$ cat src/sv/lmbr_pkg.sv
// ----------------------------------------------------------------------------
// lmbr_pkg
// Shared types, header codes and fixed tables of the lock-module responder.
// ----------------------------------------------------------------------------
package lmbr_pkg;

  localparam logic [7:0] ID_ARM   = 8'h11;
  localparam logic [7:0] ID_SHORT = 8'hC1;
  localparam logic [7:0] ID_LONG  = 8'h37;
  localparam logic [7:0] ID_MODE  = 8'hF5;

  localparam logic [7:0] SEL_BRAKE = 8'h05;
  localparam logic [7:0] SEL_START = 8'h41;

  localparam logic [1:0] MODE_DOOR  = 2'd0;
  localparam logic [1:0] MODE_BRAKE = 2'd1;
  localparam logic [1:0] MODE_START = 2'd2;

  localparam logic [1:0] LED_NONE  = 2'd0;
  localparam logic [1:0] LED_ARM   = 2'd1;
  localparam logic [1:0] LED_START = 2'd2;

  localparam logic [3:0] LEN_NONE  = 4'd0;
  localparam logic [3:0] LEN_SHORT = 4'd2;
  localparam logic [3:0] LEN_LONG  = 4'd8;

  localparam logic [7:0] HIGH_RESET  = 8'h08;
  localparam logic [7:0] LOW_RESET   = 8'h01;
  localparam logic [7:0] HIGH_MODE   = 8'h04;
  localparam logic [7:0] OFFSET_LONG = 8'h04;

  localparam int unsigned InDataW  = 16;
  localparam int unsigned OutDataW = 72;

  typedef logic [5:0][7:0] tail_t;

  typedef struct packed {
    logic [7:0] hi;
    logic [7:0] lo;
  } pair_t;

  typedef struct packed {
    logic       hit;
    logic [7:0] hi;
  } lookup_t;

  localparam pair_t DOOR_TAB [5] = '{
    '{hi: 8'h08, lo: 8'h01}, '{hi: 8'h07, lo: 8'h04}, '{hi: 8'h87, lo: 8'h0A},
    '{hi: 8'h88, lo: 8'h0B}, '{hi: 8'h84, lo: 8'h18}
  };
  localparam pair_t START_TAB [2] = '{
    '{hi: 8'h04, lo: 8'h01}, '{hi: 8'h07, lo: 8'h15}
  };

  localparam tail_t TAIL_DOOR  = {8'h00, 8'hD1, 8'hE1, 8'hF0, 8'h78, 8'hE2};
  localparam tail_t TAIL_START = {8'h00, 8'h62, 8'hD6, 8'hE1, 8'h46, 8'hA4};

  // First matching entry wins; brake mode and the unused code never match.
  function automatic lookup_t mode_lookup(input logic [1:0] mode, input logic [7:0] low);
    lookup_t r;
    r = '0;
    if (mode == MODE_DOOR) begin
      for (int i = 4; i >= 0; i--) begin
        if (DOOR_TAB[i].lo == low) begin
          r.hit = 1'b1;
          r.hi  = DOOR_TAB[i].hi;
        end
      end
    end else if (mode == MODE_START) begin
      for (int i = 1; i >= 0; i--) begin
        if (START_TAB[i].lo == low) begin
          r.hit = 1'b1;
          r.hi  = START_TAB[i].hi;
        end
      end
    end
    return r;
  endfunction

endpackage

$ cat src/sv/lock_module_bus_responder_core.sv
// ----------------------------------------------------------------------------
// lock_module_bus_responder_core
// Emulated lock-module bus slave answering frame headers with responses.
// ----------------------------------------------------------------------------
// Each request on the slave stream is one bus header: tdata carries the frame
// identifier and the first received data byte, tuser the checksum-ok flag.
// Every request yields exactly one result on the master stream: tuser carries
// the send flag, tdata the response length, eight response bytes and the LED
// request code.
// The mode, arm flag, counters and payload tail are updated in the cycle a
// request is accepted, and the result is registered, so it appears in the
// cycle after. One request is taken every cycle while results are taken; the
// only limit is the single result register.
// When the receiver stalls, the result register holds its value and the slave
// side stops accepting until the result is taken.
// After reset the block is in door mode, unarmed, with the high counter at
// 0x08, the low counter at 0x01, no offset and an all-zero payload tail.
// ----------------------------------------------------------------------------
module lock_module_bus_responder_core (
  input  logic                          clk_i,
  input  logic                          rst_ni,
  input  logic                          s_axis_tvalid_i,
  output logic                          s_axis_tready_o,
  // [7:0] hdr_id, [15:8] rx_first_byte
  input  logic [lmbr_pkg::InDataW-1:0]  s_axis_tdata_i,
  // [0] rx_ok
  input  logic                          s_axis_tuser_i,
  output logic                          m_axis_tvalid_o,
  input  logic                          m_axis_tready_i,
  // [3:0] resp_len, [11:4] resp_b0, [19:12] resp_b1, ... [67:60] resp_b7,
  // [69:68] led_request, [71:70] zero
  output logic [lmbr_pkg::OutDataW-1:0] m_axis_tdata_o,
  // [0] send
  output logic                          m_axis_tuser_o
);
  import lmbr_pkg::*;

  logic [1:0] mode_q, mode_d;
  logic       armed_q, armed_d;
  logic [7:0] high_q, high_d;
  logic [7:0] low_q, low_d;
  logic [7:0] offset_q, offset_d;
  tail_t      tail_q, tail_d;

  logic                valid_q;
  logic [OutDataW-1:0] data_q, data_d;
  logic                send_q, send_d;

  logic       accept;
  logic [7:0] hdr_id;
  logic [7:0] first_byte;
  logic       rx_ok;
  lookup_t    lk;
  logic [3:0] len;
  logic [7:0] b0;
  logic [7:0] b1;
  tail_t      bytes;
  logic [1:0] led;

  assign s_axis_tready_o = !valid_q || m_axis_tready_i;
  assign accept          = s_axis_tvalid_i && s_axis_tready_o;
  assign hdr_id          = s_axis_tdata_i[7:0];
  assign first_byte      = s_axis_tdata_i[15:8];
  assign rx_ok           = s_axis_tuser_i;
  assign lk              = mode_lookup(mode_q, low_q);

  always_comb begin
    mode_d   = mode_q;
    armed_d  = armed_q;
    high_d   = high_q;
    low_d    = low_q;
    offset_d = offset_q;
    tail_d   = tail_q;
    send_d   = 1'b0;
    len      = LEN_NONE;
    b0       = '0;
    b1       = '0;
    bytes    = '0;
    led      = LED_NONE;
    case (hdr_id)
      ID_ARM: begin
        if (rx_ok && mode_q == MODE_DOOR && !armed_q) begin
          high_d   = HIGH_RESET;
          low_d    = LOW_RESET;
          offset_d = '0;
          armed_d  = 1'b1;
          led      = LED_ARM;
        end
      end
      ID_MODE: begin
        if (rx_ok && (first_byte == SEL_BRAKE || first_byte == SEL_START)) begin
          high_d   = HIGH_MODE;
          low_d    = LOW_RESET;
          offset_d = '0;
          armed_d  = 1'b0;
          if (first_byte == SEL_BRAKE) begin
            mode_d = MODE_BRAKE;
          end else begin
            mode_d = MODE_START;
            led    = LED_START;
          end
        end
      end
      ID_SHORT: begin
        if (lk.hit) begin
          high_d   = lk.hi;
          offset_d = '0;
        end
        send_d = 1'b1;
        len    = LEN_SHORT;
        b0     = high_d + offset_d;
        b1     = low_q;
        low_d  = low_q + 8'd1;
      end
      ID_LONG: begin
        if (mode_q == MODE_DOOR) begin
          if (lk.hit) begin
            high_d   = lk.hi;
            offset_d = '0;
          end
          tail_d = TAIL_DOOR;
        end else if (mode_q == MODE_START) begin
          high_d   = HIGH_MODE;
          offset_d = OFFSET_LONG;
          tail_d   = TAIL_START;
        end
        send_d = 1'b1;
        len    = LEN_LONG;
        b0     = high_d;
        b1     = low_q;
        bytes  = tail_d;
        low_d  = low_q + 8'd1;
      end
      default: begin
      end
    endcase
    data_d = {2'b00, led, bytes, b1, b0, len};
  end

  always_ff @(posedge clk_i or negedge rst_ni) begin
    if (!rst_ni) begin
      mode_q   <= MODE_DOOR;
      armed_q  <= 1'b0;
      high_q   <= HIGH_RESET;
      low_q    <= LOW_RESET;
      offset_q <= '0;
      tail_q   <= '0;
      valid_q  <= 1'b0;
    end else begin
      if (accept) begin
        mode_q   <= mode_d;
        armed_q  <= armed_d;
        high_q   <= high_d;
        low_q    <= low_d;
        offset_q <= offset_d;
        tail_q   <= tail_d;
        valid_q  <= 1'b1;
      end else if (m_axis_tready_i) begin
        valid_q <= 1'b0;
      end
    end
  end

  always_ff @(posedge clk_i) begin
    if (accept) begin
      data_q <= data_d;
      send_q <= send_d;
    end
  end

  assign m_axis_tvalid_o = valid_q;
  assign m_axis_tdata_o  = data_q;
  assign m_axis_tuser_o  = send_q;

endmodule
$ cat config.mk
export PLATFORM = sky130hd
export DESIGN_NAME = lock_module_bus_responder_core
export DESIGN_NICKNAME = d
export VERILOG_FILES = /design/src/sv/lmbr_pkg.sv /design/src/sv/lock_module_bus_responder_core.sv
export SDC_FILE = /design/constraint.sdc
export NUM_CORES = 1
export LEC_CHECK = 0
export BUFFER_PORTS_ARGS = -buffer_cell sky130_fd_sc_hd__buf_2
export CORE_MARGIN = 2
export CORE_UTILIZATION = 50
export DETAILED_ROUTE_END_ITERATION = 16
export PLACE_DENSITY = 0.78
export SYNTH_ARGS = -nofsm -noshare
export SYNTH_HDL_FRONTEND = slang
export SYNTH_SLANG_ARGS = --single-unit
$ cat constraint.sdc
create_clock -name clk_i -period 9.7 [get_ports clk_i]
set_input_delay 0.97 -clock clk_i [delete_from_list [all_inputs] [get_ports clk_i]]
set_output_delay 0.97 -clock clk_i [all_outputs]
set_load 0.005 [all_outputs]
# Word-level counts from Yosys, hierarchy flattened
# Index checks and enable logic that the tools add are counted.
# classes
add_sub_neg	2
n_mul	0
div_mod_pow	0
magnitude_cmp	0
eq_ne	16
n_shift	0
mux	41
bitwise	0
n_reduce_logical	20
# ops
cell	n
8-bit two-way mux	14
48-bit two-way mux	2
9-bit two-way mux	9
8-bit one-hot mux with 4 select lines	2
8-bit one-hot mux with 3 select lines	1
4-bit by 8-bit equality test with 1-bit output, first input constant	2
5-bit by 8-bit equality test with 1-bit output, first input constant	2
8-bit equality test, second input constant	2
8-bit one-hot mux with 2 select lines	1
4-bit AND reduction	3
8-bit by 1-bit adder with 8-bit output, second input constant	1
8-bit adder	1
1-bit by 8-bit equality test with 1-bit output, first input constant	1
3-bit by 8-bit equality test with 1-bit output, first input constant	1
8-bit by 3-bit equality test with 1-bit output, second input constant	1
8-bit by 5-bit equality test with 1-bit output, second input constant	1
8-bit by 6-bit equality test with 1-bit output, second input constant	1
8-bit by 7-bit equality test with 1-bit output, second input constant	1
4-bit one-hot mux with 2 select lines	1
1-bit two-way mux	6
2-bit two-way mux	3
5-bit AND reduction	1
1-bit logical AND	4
2-bit inequality test, second input constant	2
other kinds (13)	16
# word_totals
ff_bits	147
latch_bits	0
mem_bits_rw	0
romBits	0
in_bits	21
output_inout_bits	75
elab_cells	95
mem_count	0

# Longest topological paths before layout
# Gate-level depths: netlist (run 1).
# depth
depth_word	11
mapped_depth	18

# Worst setup path before layout (run 1)
# No wires, ideal clock.
# synth_path
path_type	reg-to-reg
from	reg low_q[6]
to	reg data_q[11] (netlist: m_axis_tdata_o[11]) (data pin)
arrival_time_ps	3388
required_ps	9439
slack_ps	6051
path_stages_with_launch	16
path_buffers	1
synth_period_minus_slack_ps	3649
cell_sequence	dfrtp_1 > or3_1 > clkbuf_1 > nor4_2 > a31oi_1 > and2_1 > a21oi_1 > inv_1 > ha_1 > a211oi_1 > nor2_1 > or2_2 > or3_1 > a31oi_1 > xor2_1 > o21ai_0
# synth_between
elab_chain_cells	11
# synth_rtl
element	line_no	rtl
from (decl)	lock_module_bus_responder_core.sv:41	logic [7:0] low_q, low_d;
from (signal assigned)	lock_module_bus_responder_core.sv:154	low_q <= low_d;
5-bit by 8-bit equality test with 1-bit output	lmbr_pkg.sv:64	if (DOOR_TAB[i].lo == low) begin
9-bit two-way mux (5 in a row)	lmbr_pkg.sv:64	
9-bit two-way mux (*)	lmbr_pkg.sv:62	if (mode == MODE_DOOR) begin
8-bit two-way mux, on equally long branches	lock_module_bus_responder_core.sv:105, lock_module_bus_responder_core.sv:117	
8-bit two-way mux	lock_module_bus_responder_core.sv:80	case (hdr_id)
8-bit adder	lock_module_bus_responder_core.sv:111	b0 = high_d + offset_d;
8-bit one-hot mux with 2 select lines (*)	lock_module_bus_responder_core.sv:80	
named net b0[7]	lock_module_bus_responder_core.sv:55	logic [7:0] b0;
to (signal assigned)	lock_module_bus_responder_core.sv:166	data_q <= data_d;
to (decl)	lock_module_bus_responder_core.sv:46	logic [OutDataW-1:0] data_q, data_d;
# The timed path passes the listed nets; every way through them passes the cells marked *. The select of a mux whose other input is x is not followed.
# A chain may end at the register's enable or synchronous reset.

# Worst setup path after layout (run 1)
# Same ends and word-level chain as after synthesis.

==> results.cfg, run 1 <==
[timing]
tns_ps = 0
worst_pin_slew_ps = 1290
hold_viol = 0
skew_ps = 8.69
rsz0062_at_grt = false
drv_slew = 0
period_share_pct = 43.4
fin_ws_ps = 5490
fmax_mhz = 237
fin_crit_ps = 4210
max_slew_margin_pct = 13.7
setup_viol = 0

[global_route]
grt_pass1_vias = 4188
grt_use_met2_pct = 33.3
use_met3_pct = 4.72
antenna_found_initial = 0
grt_max_degree = 77
top_usage_layer = met2
gr-usage-met1_pct = 27.9
track_usage_pct = 20.8
grt_pass1_wl_mm = 21.3
gr-total-overflow = 0

[synthesis]
ys_ff_latch = 145
syn_inst = 544
synthMuxAreaShare_pct = 0.693
synth_simple_gate_area_share_pct = 16.1
yosysMostFrequentCell = dfrtp_1
avgSynthCellArea_um2 = 11.6
synth_edf_count = 69
synthDistinctLibCells = 63
synth_top_cell_by_area = edfxtp_1
ys_top_cells_by_area = edfxtp_1 (33%), dfrtp_1 (29%), a21oi_1 (4.2%)
synth_top_family_by_area = simple AND/OR/NAND/NOR gates
synth_xor_xnor_area_share_pct = 1.66
ys_warn_count = 0
synth_top_area_share_pct = 32.8
synthAdderAreaFrac_pct = 2.50
synth.cell_area_mm2 = 0.00631
synth_flop_cell = dfrtp_1
synth-seq-area-share_pct = 63.0
synthArstFlopShare_pct = 52.4
synth-compound-area-share_pct = 10.8
synth_common_cells = dfrtp_1 (74), edfxtp_1 (69), a21oi_1 (53)

[worst_setup_path]
worst-setup-path-type = reg -> reg
path_max_fanout = 12
critPathLaunchType = flip-flop
cp.required_ps = 9860
crit_chain = or3_1 > nor4_2 > a31oi_1 > and2_1 > a21oi_1 > inv_1 > ha_1 > a211oi_1 > nor2_1 > or2_2 > or3_1 > a31oi_1 > xor2_1 > o21ai_0
worst_path_max_delay_cell = or3_1
slowest_delay_ps = 500
cp.arrival_ps = 4370
cp-end-kind = flip-flop

[clocking]
numCtsBuffers = 17
cts_setup_buffers = 0
tritoncts = yes
postCtsHoldBufs = 0
path_clk_slew_ps = 60
cts_buffer_depth = 2
ctsResizeCount = 0
clock_sinks = 145
clockRootBuffer = clkbuf_16
h-tree-depth = 4
insertion_delay_ps = 410

[power_and_ir_drop]
clkPwrFrac_pct = 49.1
swShare_pct = 20.6
comb_power_share_pct = 4.2
p_sw_w = 0.000295
total_power_w = 0.00143
seq_power_share_pct = 46.6
p_leak_nw = 3.62
power.density_mw_per_mm2 = 190
irDropWorstVdd_v = 0.000116
cellInternalPower_w = 0.00114

[run]
maxCapViolCount = 0

[placement]
dp_hpwl_mm = 8.84
place_congestion = 0.900
dp_slack_ps = 5520
port_buffers = 91
detailed_place.area_mm2 = 0.00688

[route]
drt_pass1_iterations = 5
drt-total-wl_mm = 13.3
drt_drc_violations_left = 0
wire_per_inst_um = 16.3
drt_iter0_markers = 407
vias = 4357
routed_via_density = 5.35
postRouteAntennaNets = 0

[floorplanning]
die_w_um = 116
dieArea_mm2 = 0.0135
ios = 96
rows = 41
core_mm2 = 0.0125
start_util_pct = 50.7
fp.dieH_um = 116

[cells_and_area]
drive_gt1_share_pct = 22.7
fin_util_pct = 60.3
diodes = 0
fin_area_mm2 = 0.00752
nets = 663
fillCellCount = 980
syn2layout_area_growth_pct = 19.1

[min_path]
min_path_type = reg -> reg

[outcome]
run_status = finished clean
[cell families after synthesis]
group	Yosys count
and+or+nand+nor	181
DFF	145
AOI/OAI and AO/OA	113
buffers and inverters	76
adders and majority gates	12
xor gates and xnor gates	12
muxes	4
other	1
[metal layers]
layer | wire [um] | up-vias
met4 | 239 | 0
met2 | 6400 | 157
met1 | 5870 | 2124
li1 | - | 2058
met5 | 0 | -
met3 | 740 | 18
[sequential cells by signal, indices dropped and copies added, names as in the netlist]
register / count
mode_q: 2
armed_q: 1
m_axis_tuser_o: 1
offset_q: 8
high_q: 8
low_q: 8
m_axis_tvalid_o: 1
m_axis_tdata_o: 68
tail_q: 48
[critical path: cells and delay by family (launching register included)]
kind | cells | cell delay (ps)
flops | 1 | 410
fa+ha+maj | 1 | 320
xor+xnor | 1 | 140
buf+inv | 1 | 90
compound gates | 5 | 1080
simple gates | 6 | 1920
[power by group through the flow]
stage | clock network (W) | logic, W | registers (W)
6_report | 0.000703 | 0.0000607 | 0.000668
4_1_cts | 0.000712 | 0.0000611 | 0.000668
2_1_floorplan | 0 | 0.0000285 | 0.000681
3_3_place_gp | 0 | 0.0000592 | 0.000679
5_1_grt | 0.000741 | 0.0000681 | 0.000669
3_5_place_dp | 0 | 0.0000607 | 0.000679
[final timing paths]
kind	from	to	slack (ps)	depth (start not counted)
setup / recovery	low_q[6]	m_axis_tdata_o[11]	5490	14
hold / removal	tail_q[38]	tail_q[38]	450	2
setup reg to reg	low_q[6]	m_axis_tdata_o[11]	5490	14
hold reg to reg	tail_q[38]	tail_q[38]	450	2
max in group asynchronous	rst_ni	tail_q[44]	8370	1
min in group asynchronous	rst_ni	low_q[7]	700	1
[stage by stage]
step / hold slack, ps / instances
6_report: 448 / 815
5_1_grt: 469 / 815
3_5_place_dp: 430 / 783
3_3_place_gp: 424 / 783
4_1_cts: 448 / 815
2_1_floorplan: 414 / 547
[cell type report]
cell class	count	area, um2	share of cell area, %
flip-flops and latches	145	3980	52.9
well taps	172	215	2.86
clock buffers	21	470	6.25
inverters	46	185	2.46
clock inverters	11	175	2.33
multi-input cells	326	2020	26.8
repair buffers	94	480	6.39
[cell usage in the layout (no fill, tap or decap), types with 4 or more instances in the layout]
master | netlist | routed
a21o_1 | 7 | 7
xnor2_1 | 7 | 7
or3_1 | 8 | 8
inv_1 | 44 | 43
and2_1 | 34 | 34
ha_1 | 11 | 11
bufinv_16 | 0 | 4
nor2b_1 | 5 | 5
o21ai_0 | 26 | 26
nand2_1 | 33 | 33
conb_1 | 1 | 4
xor2_1 | 5 | 5
clkbuf_16 | 0 | 17
nor2_1 | 27 | 27
and3_1 | 29 | 29
edfxtp_1 | 69 | 69
nand2b_1 | 7 | 7
nor3_1 | 12 | 12
nand3_1 | 5 | 5
buf_2 | 2 | 90
a31oi_1 | 4 | 4
a21oi_1 | 53 | 53
buf_4 | 4 | 4
dfrtp_1 | 74 | 74
o211ai_1 | 4 | 4
Power figures use the tool's default switching activity.
==> inputs of run 2 (changes only) <==
Settings changed: ABC_AREA from default to 1, PLACE_DENSITY 0.78 to 0.77.
Clock period 9.7 ns to 3.9 ns, I/O delays scaled along.
==> run 2 against run 1 <==
  * Sequential power rose to 2.6 times the previous value
  * Routed wire length increased by 1.1%
  * Sequential share of layout area is 1.7 points lower
  * Global-route usage fell by 0.64 points
  * Die area is 4.1% higher
  * Register-to-register slack got worse by 5100 ps
  * Worst setup slack worse by 5100 ps
  * Utilization is 0.80 points higher
  * Hold slack got worse by 330 ps
  * Synthesized cell count rose by 23%
  * Largest cell class unchanged
  * Largest power group is now registers
  * Highest routed layer unchanged
==> results.cfg, run 2 <==
[outcome]
run_status = finished clean

[clocking]
insertion_delay_ps = 420
cts_buffer_depth = 2
cts_setup_buffers = 0
clock_sinks = 145
clockRootBuffer = clkbuf_16
h-tree-depth = 4
ctsResizeCount = 0
numCtsBuffers = 17
path_clk_slew_ps = 60
tritoncts = yes
postCtsHoldBufs = 0

[global_route]
grt_pass1_wl_mm = 22.6
gr-total-overflow = 0
track_usage_pct = 20.1
grt_pass1_vias = 4686
antenna_found_initial = 0
grt_max_degree = 80

[timing]
tns_ps = 0
drv_slew = 0
fin_crit_ps = 3520
worst_pin_slew_ps = 979
skew_ps = 10.7
hold_viol = 0
fmax_mhz = 284
period_share_pct = 90.4
rsz0062_at_grt = false
setup_viol = 0
max_slew_margin_pct = 34.8

[synthesis]
ys_ff_latch = 145
syn_inst = 670
synth_common_cells = nand2_1 (110), nor2_1 (110), inv_1 (82)
avgSynthCellArea_um2 = 9.83
synth_flop_cell = dfrtp_1
synth-seq-area-share_pct = 60.4
synth_xor_xnor_area_share_pct = 0.532
ys_top_cells_by_area = edfxtp_1 (31%), dfrtp_1 (28%), nand2_1 (6.3%)
synthAdderAreaFrac_pct = 2.39
synth_simple_gate_area_share_pct = 21.3
synth-compound-area-share_pct = 7.58
synth_edf_count = 69
synth_top_area_share_pct = 31.5
ys_warn_count = 0
synthMuxAreaShare_pct = 0
synthArstFlopShare_pct = 52.4
synth_top_cell_by_area = edfxtp_1
synth_top_family_by_area = simple AND/OR/NAND/NOR gates
synthDistinctLibCells = 44
synth.cell_area_mm2 = 0.00658

[worst_setup_path]
cp.arrival_ps = 3690
crit_path_start = low_q[0]
path_max_fanout = 8
crit_chain = inv_1 > ha_1 > nand3_1 > a21oi_1 > nand2_1 > nand3_4 > nand3_1 > nand2_1 > inv_1 > ha_1 > inv_1 > fa_1 > nor2_1 > o21a_1 > nor2_1 > nor2_1 > nor2_1 > nor2_1 > o21ai_0 > nand2_1 > o21ai_0
slowest_delay_ps = 560
critPathLaunchType = flip-flop
cp_common_cell = nor2_1
cp-end-kind = flip-flop
rr_worst_depth = 21
worst_path_max_delay_cell = dfstp_2
cp.required_ps = 4060
worst-setup-path-type = reg -> reg
r2r-start = low_q[0]

[cells_and_area]
diodes = 0
syn2layout_area_growth_pct = 18.1
final_cell_mix = nand2_1 (110), nor2_1 (110), buf_2 (90), inv_1 (81), dfrtp_1 (74)
stdcell_count = 957
fillCellCount = 1057
drive_gt1_share_pct = 24.6
nets = 805
largest_reg_flops = 68

[floorplanning]
core_mm2 = 0.0127
die_w_um = 119
rows = 41
fp.dieH_um = 119
dieArea_mm2 = 0.0141
start_util_pct = 51.8
ios = 96

[placement]
port_buffers = 91
dp.cells = 920
dp_hpwl_mm = 8.96
place_congestion = 0.892

[power_and_ir_drop]
power.density_mw_per_mm2 = 459
p_leak_nw = 3.77
irDropWorstVdd_v = 0.000259

[route]
drt-total-wl_mm = 13.4
drt_pass1_iterations = 5
routed_via_density = 5.03
drt_drc_violations_left = 0
vias = 4816
postRouteAntennaNets = 0
wire_per_inst_um = 14.0
drt_iter0_markers = 410

[min_path]
min_path_type = in -> async

[run]
maxCapViolCount = 0
-- run 2: changes by cell type after synthesis, sizes merged, moves of 23 or more --
cell,change
nor2,+102
a21oi,-23
nand2,+88
and3,-28
and2,-34
nand3,+24
inv,+53
-- run 2: path summary, 6_finish.rpt --
kind                                       to  slack [ps]
setup / recovery           m_axis_tdata_o[10]         380
hold / removal                      high_q[6]         110
setup reg to reg           m_axis_tdata_o[10]         380
hold reg to reg                    tail_q[31]         450
max in group asynchronous            low_q[6]        3140
min in group clk_i            m_axis_tvalid_o         310
-- run 2: layer usage --
layer  global-route usage (%)  share of wire (%)  up-vias
li1                         -                  -     2361
met1                     26.6                 45     2306
met2                     33.0                 49      133
met3                     4.54                4.5       16
met4                     6.70                1.4        0
met5                        0                  0        -
-- run 2: layout make-up --
class | count | area, um2 | share of cell area [%]
multi-input cells | 408 | 2110 | 27.1
repair buffers | 100 | 526 | 6.76
clock inverters | 13 | 128 | 1.64
inverters | 100 | 382 | 4.91
clock buffers | 19 | 443 | 5.69
flip-flops and latches | 145 | 3980 | 51.1
well taps | 172 | 215 | 2.77
-- run 2: logic make-up after synthesis --
logic type / Yosys count
other: 1
flip-flops: 145
XOR/XNOR: 4
AND/OR/NAND/NOR: 304
buffers and inverters: 120
adder cells (fa/ha/maj): 12
AO/OA/AOI/OAI: 84
-- run 2: power by group --
group / internal, W / switching [W] / total [W]
sequential: 0.00168 / 0.0000383 / 0.00172
combinational: 0.000110 / 0.000200 / 0.000310
clock: 0.000905 / 0.000640 / 0.00155
total: 0.00269 / 0.000879 / 0.00357
-- run 2: through the flow --
stage          worst slack (ps)  util [%]  total power, W  hold slack [ps]  cell area (um2)
2_1_floorplan               598         -         0.00195             94.4             6600
3_3_place_gp                480      56.4         0.00204              433             7170
3_5_place_dp                375      56.4         0.00206              438             7170
4_1_cts                     313      60.8         0.00360              166             7740
5_1_grt                    13.6      61.1         0.00372              207             7780
6_report                    376      61.1         0.00357              114             7780
-- run 2: worst max-delay path, delay by kind of cell, from the launching register on --
kind / cells / cell delay (ps)
fa+ha+maj: 3 / 770
flops: 1 / 560
compound gates: 4 / 400
buf+inv: 3 / 230
simple gates: 11 / 1300
